<file path="src/ts_pkg.sv">
`timescale 1ns / 1ps
`default_nettype none
// ----------------------------------------------------------------------------
// ts_pkg
// Shared types and constants for the timestamp-to-milliseconds parser.
// ----------------------------------------------------------------------------
package ts_pkg;

  localparam int unsigned CHAR_W   = 8;
  localparam int unsigned MS_W     = 64;
  localparam int unsigned NUM_FIELDS = 4;
  localparam int unsigned POS_W    = 3;
  localparam int unsigned FIELD_W  = 2;

  localparam logic KIND_CHAR = 1'b0;
  localparam logic KIND_EOL  = 1'b1;

  localparam logic [FIELD_W-1:0] FIELD_MS     = 2'd3;
  localparam logic [1:0]         MS_DIGIT_MAX = 2'd3;
  localparam logic [POS_W-1:0]   MIN_SEPS     = 3'd2;

  localparam logic [CHAR_W-1:0] CH_ZERO  = 8'h30;
  localparam logic [CHAR_W-1:0] CH_NINE  = 8'h39;
  localparam logic [CHAR_W-1:0] CH_COLON = 8'h3A;
  localparam logic [CHAR_W-1:0] CH_COMMA = 8'h2C;
  localparam logic [CHAR_W-1:0] CH_DOT   = 8'h2E;
  localparam logic [CHAR_W-1:0] CH_SPACE = 8'h20;
  localparam logic [CHAR_W-1:0] CH_TAB   = 8'h09;

  typedef enum logic [2:0] {
    ST_IDLE,
    ST_MIX_MIN,
    ST_MIX_SEC,
    ST_MIX_MS,
    ST_DONE
  } state_t;

  typedef enum logic [1:0] {
    STEP_NONE,
    STEP_MIN,
    STEP_SEC,
    STEP_MS
  } calc_step_t;

  typedef struct packed {
    logic       take_char;
    calc_step_t step;
    logic       finish;
  } ctrl_cmd_t;

  typedef struct packed {
    logic out_busy;
  } dp_status_t;

endpackage : ts_pkg
`default_nettype wire

</file>
<file path="src/ts_if.sv">
`timescale 1ns / 1ps
`default_nettype none
// ----------------------------------------------------------------------------
// ts_in_if / ts_out_if
// Valid/ready channels for line characters in and parsed results out.
// ----------------------------------------------------------------------------
interface ts_in_if;
  logic       valid;
  logic       ready;
  logic       kind;
  logic [7:0] char_code;

  modport source (output valid, output kind, output char_code, input ready);
  modport sink   (input valid, input kind, input char_code, output ready);
endinterface : ts_in_if

interface ts_out_if;
  logic        valid;
  logic        ready;
  logic        ok;
  logic [63:0] milliseconds;

  modport source (output valid, output ok, output milliseconds, input ready);
  modport sink   (input valid, input ok, input milliseconds, output ready);
endinterface : ts_out_if
`default_nettype wire

</file>
<file path="src/ts_datapath.sv">
`timescale 1ns / 1ps
`default_nettype none
// ----------------------------------------------------------------------------
// ts_datapath
// Field registers, per-line parse state, total accumulator and result register.
// ----------------------------------------------------------------------------
module ts_datapath
  import ts_pkg::*;
(
  input  wire logic              clk,
  input  wire logic              rst,
  input  wire ctrl_cmd_t         cmd,
  input  wire logic [CHAR_W-1:0] char_code,
  output dp_status_t             status,
  ts_out_if.source               result_out
);

  logic [MS_W-1:0]  field_values [NUM_FIELDS];
  logic [POS_W-1:0] field_position;
  logic [1:0]       digit_count;
  logic             seen_digit;
  logic             line_failed;
  logic [MS_W-1:0]  acc;
  logic             out_valid;
  logic             out_ok;
  logic [MS_W-1:0]  out_ms;

  logic [FIELD_W-1:0] fidx;
  logic [MS_W-1:0]    cur_field;
  logic [MS_W-1:0]    digit_value;
  logic               is_digit;
  logic               is_sep;
  logic               is_blank;
  logic               active;
  logic               line_ok;
  logic [MS_W-1:0]    acc_next;

  assign fidx        = field_position[FIELD_W-1:0];
  assign cur_field   = field_values[fidx];
  assign digit_value = (cur_field << 3) + (cur_field << 1)
                     + {{(MS_W-4){1'b0}}, char_code[3:0]};
  assign is_digit    = (char_code >= CH_ZERO) && (char_code <= CH_NINE);
  assign is_sep      = (char_code == CH_COLON) || (char_code == CH_COMMA)
                     || (char_code == CH_DOT);
  assign is_blank    = (char_code == CH_SPACE) || (char_code == CH_TAB);
  assign active      = !line_failed && !field_position[POS_W-1];
  assign line_ok     = !line_failed && (field_position >= MIN_SEPS);

  always_comb begin
    unique case (cmd.step)
      STEP_MIN: acc_next = field_values[1] + (field_values[0] << 6) - (field_values[0] << 2);
      STEP_SEC: acc_next = field_values[2] + (acc << 6) - (acc << 2);
      STEP_MS:  acc_next = field_values[3] + (acc << 10) - (acc << 5) + (acc << 3);
      default:  acc_next = acc;
    endcase
  end

  always_ff @(posedge clk) begin
    acc <= acc_next;
    if (cmd.finish) begin
      out_ok <= line_ok;
      out_ms <= line_ok ? acc : '0;
    end
  end

  always_ff @(posedge clk) begin
    if (rst || cmd.finish) begin
      for (int i = 0; i < NUM_FIELDS; i++) begin
        field_values[i] <= '0;
      end
      field_position <= '0;
      digit_count    <= '0;
      seen_digit     <= 1'b0;
      line_failed    <= 1'b0;
    end else if (cmd.take_char && active) begin
      if (is_digit) begin
        if (!(fidx == FIELD_MS && digit_count >= MS_DIGIT_MAX)) begin
          field_values[fidx] <= digit_value;
          if (digit_count < MS_DIGIT_MAX) begin
            digit_count <= digit_count + 2'd1;
          end
          seen_digit <= 1'b1;
        end
      end else if (is_sep) begin
        if (!seen_digit) begin
          line_failed <= 1'b1;
        end else begin
          field_position <= field_position + 3'd1;
          digit_count    <= '0;
        end
      end else if (!is_blank) begin
        line_failed <= 1'b1;
      end
    end
  end

  always_ff @(posedge clk) begin
    if (rst) begin
      out_valid <= 1'b0;
    end else if (cmd.finish) begin
      out_valid <= 1'b1;
    end else if (result_out.ready) begin
      out_valid <= 1'b0;
    end
  end

  assign status.out_busy         = out_valid && !result_out.ready;
  assign result_out.valid        = out_valid;
  assign result_out.ok           = out_ok;
  assign result_out.milliseconds = out_ms;

endmodule : ts_datapath
`default_nettype wire

</file>
<file path="src/ts_ctrl.sv">
`timescale 1ns / 1ps
`default_nettype none
// ----------------------------------------------------------------------------
// ts_ctrl
// Sequencer: takes characters, runs the end-of-line total and hands off.
// ----------------------------------------------------------------------------
module ts_ctrl
  import ts_pkg::*;
(
  input  wire logic       clk,
  input  wire logic       rst,
  input  wire logic       in_valid,
  input  wire logic       in_kind,
  output logic            in_ready,
  input  wire dp_status_t status,
  output ctrl_cmd_t       cmd
);

  state_t state;
  state_t state_next;

  always_ff @(posedge clk) begin
    if (rst) begin
      state <= ST_IDLE;
    end else begin
      state <= state_next;
    end
  end

  always_comb begin
    state_next    = state;
    in_ready      = 1'b0;
    cmd.take_char = 1'b0;
    cmd.step      = STEP_NONE;
    cmd.finish    = 1'b0;
    unique case (state)
      ST_IDLE: begin
        in_ready = 1'b1;
        if (in_valid) begin
          if (in_kind == KIND_EOL) begin
            state_next = ST_MIX_MIN;
          end else begin
            cmd.take_char = 1'b1;
          end
        end
      end
      ST_MIX_MIN: begin
        cmd.step   = STEP_MIN;
        state_next = ST_MIX_SEC;
      end
      ST_MIX_SEC: begin
        cmd.step   = STEP_SEC;
        state_next = ST_MIX_MS;
      end
      ST_MIX_MS: begin
        cmd.step   = STEP_MS;
        state_next = ST_DONE;
      end
      ST_DONE: begin
        if (!status.out_busy) begin
          cmd.finish = 1'b1;
          state_next = ST_IDLE;
        end
      end
      default: state_next = ST_IDLE;
    endcase
  end

endmodule : ts_ctrl
`default_nettype wire

</file>
<file path="src/lenient_timestamp_to_ms_parser.sv">
`timescale 1ns / 1ps
`default_nettype none
// ----------------------------------------------------------------------------
// lenient_timestamp_to_ms_parser
// Parses one timestamp line, character by character, into milliseconds.
// ----------------------------------------------------------------------------
// A character transaction is taken while the sequencer is idle, and the next
// one may follow in the next cycle. An end-of-line transaction yields one
// result after three shift-add steps of the total (x60, x60, x1000) through
// one 64-bit accumulator, then a load of the result register, which also
// clears the line state. Input ready stays low through the steps and the load,
// and while a previous result has not been taken when the new one is due to load.
module lenient_timestamp_to_ms_parser
  import ts_pkg::*;
(
  input  wire logic clk,
  input  wire logic rst,
  ts_in_if.sink     char_in,
  ts_out_if.source  result_out
);

  ctrl_cmd_t  cmd;
  dp_status_t status;

  ts_ctrl u_ctrl (
    .clk      (clk),
    .rst      (rst),
    .in_valid (char_in.valid),
    .in_kind  (char_in.kind),
    .in_ready (char_in.ready),
    .status   (status),
    .cmd      (cmd)
  );

  ts_datapath u_datapath (
    .clk        (clk),
    .rst        (rst),
    .cmd        (cmd),
    .char_code  (char_in.char_code),
    .status     (status),
    .result_out (result_out)
  );

endmodule : lenient_timestamp_to_ms_parser
`default_nettype wire

</file>
<file path="src/flat_wrapper.sv">
// flat-port wrapper written by rule: the top's interface ports become plain ports
module lenient_timestamp_to_ms_parser_flat import ts_pkg::*;
  (clk, rst, char_in_valid, char_in_kind, char_in_char_code, char_in_ready, result_out_valid, result_out_ok, result_out_milliseconds, result_out_ready);
  ts_in_if char_in_i ();
  ts_out_if result_out_i ();
  input  wire logic clk;
  input  wire logic rst;
  input wire logic [$bits(char_in_i.valid)-1:0] char_in_valid;
  input wire logic [$bits(char_in_i.kind)-1:0] char_in_kind;
  input wire logic [$bits(char_in_i.char_code)-1:0] char_in_char_code;
  output wire logic [$bits(char_in_i.ready)-1:0] char_in_ready;
  output wire logic [$bits(result_out_i.valid)-1:0] result_out_valid;
  output wire logic [$bits(result_out_i.ok)-1:0] result_out_ok;
  output wire logic [$bits(result_out_i.milliseconds)-1:0] result_out_milliseconds;
  input wire logic [$bits(result_out_i.ready)-1:0] result_out_ready;
  assign char_in_i.valid = char_in_valid;
  assign char_in_i.kind = char_in_kind;
  assign char_in_i.char_code = char_in_char_code;
  assign char_in_ready = char_in_i.ready;
  assign result_out_valid = result_out_i.valid;
  assign result_out_ok = result_out_i.ok;
  assign result_out_milliseconds = result_out_i.milliseconds;
  assign result_out_i.ready = result_out_ready;
  lenient_timestamp_to_ms_parser u_core (.clk(clk), .rst(rst), .char_in(char_in_i), .result_out(result_out_i));
endmodule
</file>
<file path="config.mk">
export PLATFORM = sky130hd
export DESIGN_NAME = lenient_timestamp_to_ms_parser_flat
export DESIGN_NICKNAME = d
export VERILOG_FILES = /design/src/ts_pkg.sv /design/src/ts_if.sv /design/src/ts_datapath.sv /design/src/ts_ctrl.sv /design/src/lenient_timestamp_to_ms_parser.sv /design/src/flat_wrapper.sv
export SDC_FILE = /design/constraint.sdc
export NUM_CORES = 2
export LEC_CHECK = 0
export BUFFER_PORTS_ARGS = -buffer_cell sky130_fd_sc_hd__buf_2
export CAP_MARGIN = 20
export CELL_PAD_IN_SITES_DETAIL_PLACEMENT = 0
export CELL_PAD_IN_SITES_GLOBAL_PLACEMENT = 1
export CORE_MARGIN = 5
export CORE_UTILIZATION = 51
export CTS_CLUSTER_DIAMETER = 40
export DETAILED_ROUTE_END_ITERATION = 12
export GPL_TIMING_DRIVEN = 0
export PLACE_DENSITY_LB_ADDON = 0.1
export SETUP_SLACK_MARGIN = 0.05
export SYNTH_ARGS = -nofsm -noshare
export SYNTH_HDL_FRONTEND = slang
export SYNTH_HIERARCHICAL = 1
export SYNTH_SLANG_ARGS = --single-unit
</file>
<file path="constraint.sdc">
create_clock -name clk -period 15.5 [get_ports clk]
set_input_delay 0.775 -clock clk [delete_from_list [all_inputs] [get_ports clk]]
set_output_delay 0.775 -clock clk [all_outputs]
set_load 0.03 [all_outputs]
</file>
==> flow_summary_export.csv <==
group,metric,value,unit
outcome,status,"completed",
synthesis,synth_edf_count,384,
global_route,grt_pass1_vias,30765,
sta,slew-limit-headroom,22.0,%
critical_path,worstPathRequired,15.83,ns
floorplan,rows,101,
critical_path,critPathLaunchType,"flop",
critical_path,crit_path_max_fanout,10,
synthesis,yosysTopAreaCell,"edfxtp_1",
worst_hold_path,hold_depth,2,
placement,place_ws,8.79,ns
cts,cts_max_level,3,
critical_path,r2r_cells,19,
cts,cts_sinks,397,
synthesis,netlist.area_leader.share,29.6,%
synthesis,synth_top_family_by_area,"adder cells",
cts,clkTransAtPathRegs,0.05,ns
power,leakagePower,0.0202,uW
cts,insertion_delay,0.62,ns
cts,clockBufferDepth,3,
routing,vias_per_cell,5.79,
synthesis,synth_area,39000,um2
cts,numCtsBuffers,68,
global_route,grt_max_degree,57,
critical_path,cp.arrival,7.08,ns
synthesis,synth-xor-area-share,5.26,%
sta,fin_crit,6.75,ns
global_route,grt_pass1_wl,191000,um
synthesis,synth.distinct_cells,95,
final_layout,syn2layout_area_growth,11.1,%
placement,gp_congestion,0.982,
global_route,grt_util_all_layers,31.0,%
worst_hold_path,hold-path-endpoint,"u_core/u_ctrl/state[1]",
critical_path,critPathMostFrequentCell,"clkbuf_1",
power,powerDensity,162,nW/um2
final_layout,finish.utilization,57.1,%
routing,wl,128000,um
final_layout,antenna_cells,0,
sta,setup_viol_count_final,0,
synthesis,synth_area_leaders,"edfxtp_1 30%, fa_1 12%, ha_1 10%",
critical_path,r2r_end,"u_core/u_datapath/field_values[2][58]",
worst_hold_path,hold_class,"in -> reg",
routing,drcViolationCount,0,
floorplan,ioPinCount,80,
sta,fmax,148,MHz
placement,dp_cells,5345,
power,max-vdd-ir-drop,0.0795,mV
sta,slew_viol_final,0,
final_layout,final_nets,5004,
sta,finalCritPeriodShare,43.5,%
cts,post_cts_buffers,0,
synthesis,synth-seq-cells,397,
cts,ctsResizeCount,0,
synthesis,syn_area_per_cell,9.13,um2
flow_run,maxCapViolCount,0,
power,p_total,7020,uW
synthesis,yosysWarnings,6,
synthesis,synth-simple-area-share,12.5,%
synthesis,async_flop_share,0,%
routing,wl_per_cell,23.4,um
placement,io_buffers,79,
floorplan,dieArea,82100,um2
synthesis,synth_mux_area_share,4.01,%
global_route,antenna_found_initial,1,
critical_path,worstSetupPathType,"reg -> reg",
routing,final_antenna_net_count,0,
routing,via_count,31645,
synthesis,synth_compound_area_share,16.5,%
routing,drt_first_pass_iters,6,
routing,drtIter0Drc,3443,
worst_hold_path,holdCritStartpoint,"rst",
final_layout,drive_gt1_share,7.35,%
global_route,overflow,0,
synthesis,syn_inst,4269,
sta,fin_ws,8.75,ns
sta,rsz0062_at_grt,"false",
critical_path,r2r_slack,8.75,ns
synthesis,yosysSeqAreaShare,30.3,%
floorplan,die_w,286,um
critical_path,worstPathCellList,"clkbuf_1 > buf_8 > clkbuf_1 > clkbuf_1 > mux4_2 > ha_1 > ha_1 > clkbuf_1 > a21o_1 > o21bai_1 > a221o_1 > a21o_1 > a311oi_1 > nor3_1 > nor4_2 > o31ai_1 > a221oi_2 > xor2_1 > nor2_1",
floorplan,start_util,51.4,%
synthesis,synth_fp_nets,4836,
critical_path,end_kind,"flop",
final_layout,stdcell_count,5470,
placement,place_hpwl,105000,um
sta,setup_tns,0,ns
cts,cts_root_buf,"clkbuf_16",
synthesis,synthAdderAreaFrac,22.2,%
cts,cts_tree,"done",
sta,fin_skew,0.0379,ns
synthesis,synthFlopType,"edfxtp_1",
floorplan,core_area,75800,um2
sta,hold_violations,0,
floorplan,fp.dieH,286,um
critical_path,crit_slowest_cell,"clkbuf_1",
sta,worstMarginPinSlew,1.17,ns
critical_path,slowest_delay,0.70,ns
cts,hold_buffers,0,
[flip-flops by register name (all words and copies together), names as in the netlist, named ones only]
signal / count
u_core/u_ctrl/state: 3
u_core/u_datapath/field_values: 255
u_core/u_datapath/seen_digit: 1
u_core/u_datapath/result_out.valid: 1
u_core/u_datapath/result_out.ok: 1
u_core/u_datapath/line_failed: 1
u_core/u_datapath/result_out.milliseconds: 64
u_core/u_datapath/field_position: 3
u_core/u_datapath/digit_count: 2
u_core/u_datapath/acc: 64
[final cells by class]
class                      instances  area, um2
buffer                           166        632
clock buffer                      75       1750
clock inverter                    50        636
fill                            6839      32500
inverter                         797       2990
multi-input combinational       2909      23600
sequential                       397      11800
tap                              978       1220
timing repair buffer              98        684
[per-stage QoR]
stage          cell area (um2)  hold slack, ns
3_3_place_gp             40600           0.458
4_1_cts                  43300           0.369
6_report                 43300           0.392
5_1_grt                  43300           0.389
3_5_place_dp             40900           0.468
2_1_floorplan            39000           0.440
[cells in the mapped netlist, types with 21 or more instances]
cell / instances
a211oi_1: 21
a21o_1: 175
a21oi_1: 281
a31oi_1: 43
and3_1: 30
clkbuf_1: 143
edfxtp_1: 384
fa_1: 228
ha_1: 326
inv_1: 795
mux4_2: 63
nand2_1: 251
nand2b_1: 26
nand3_1: 49
nand4_1: 61
nor2_1: 409
nor2b_1: 31
nor3_1: 110
o211ai_1: 36
o21a_1: 22
o21ai_0: 165
o21ai_1: 35
o21bai_1: 40
xnor2_1: 120
xor2_1: 114
[cell families after synthesis]
family / after synthesis
simple gates: 1059
mux: 77
flops: 397
buf+inv: 963
fa+ha+maj: 554
xor+xnor: 234
compound gates: 985
[per-layer routing]
layer  up-vias  global-route usage (%)  share of wire [%]
li1      14987                       -                  -
met4         0                    6.80                2.0
met2      1453                    40.0                 37
met1     15082                    49.4                 47
met3       123                    10.7                 13
met5         -                       0                  0
[cell usage in the layout, fill, tap and decap left out, drive strengths merged, types with 120 or more instances in the layout]
cell type | Yosys | final
a21o | 175 | 175
clkbuf | 143 | 218
nand2 | 251 | 251
buf | 23 | 121
inv | 796 | 804
edfxtp | 384 | 384
nor2 | 409 | 409
xnor2 | 120 | 120
ha | 326 | 326
fa | 228 | 228
a21oi | 284 | 284
o21ai | 203 | 203
[how the worst max path moves through the flow]
stage / slack [ns] / end
after global routing: 8.43 / u_core/u_datapath/field_values[2][58]
after detailed placement: 8.79 / u_core/u_datapath/field_values[2][58]
after floorplan: 3.81 / u_core/u_datapath/field_values[1][0]
after global placement: -5.56 / u_core/u_datapath/field_values[0][1]
after CTS: 8.75 / u_core/u_datapath/field_values[2][58]
final: 8.75 / u_core/u_datapath/field_values[2][58]
[report_power, final]
part,internal [uW],switching [uW]
sequential,1260,95.5
combinational,1500,2600
clock,996,561
[critical path, delay by kind of cell, from the launching register on]
kind	cells	cell delay [ns]
AO/OA/AOI/OAI	7	2.02
XOR/XNOR	1	0.42
adder cells (fa/ha/maj)	2	0.56
buffers and inverters	5	2.07
flip-flops	1	0.30
multiplexers	1	0.48
AND/OR/NAND/NOR	3	0.57
No activity file was read; power rests on OpenSTA's default activity.
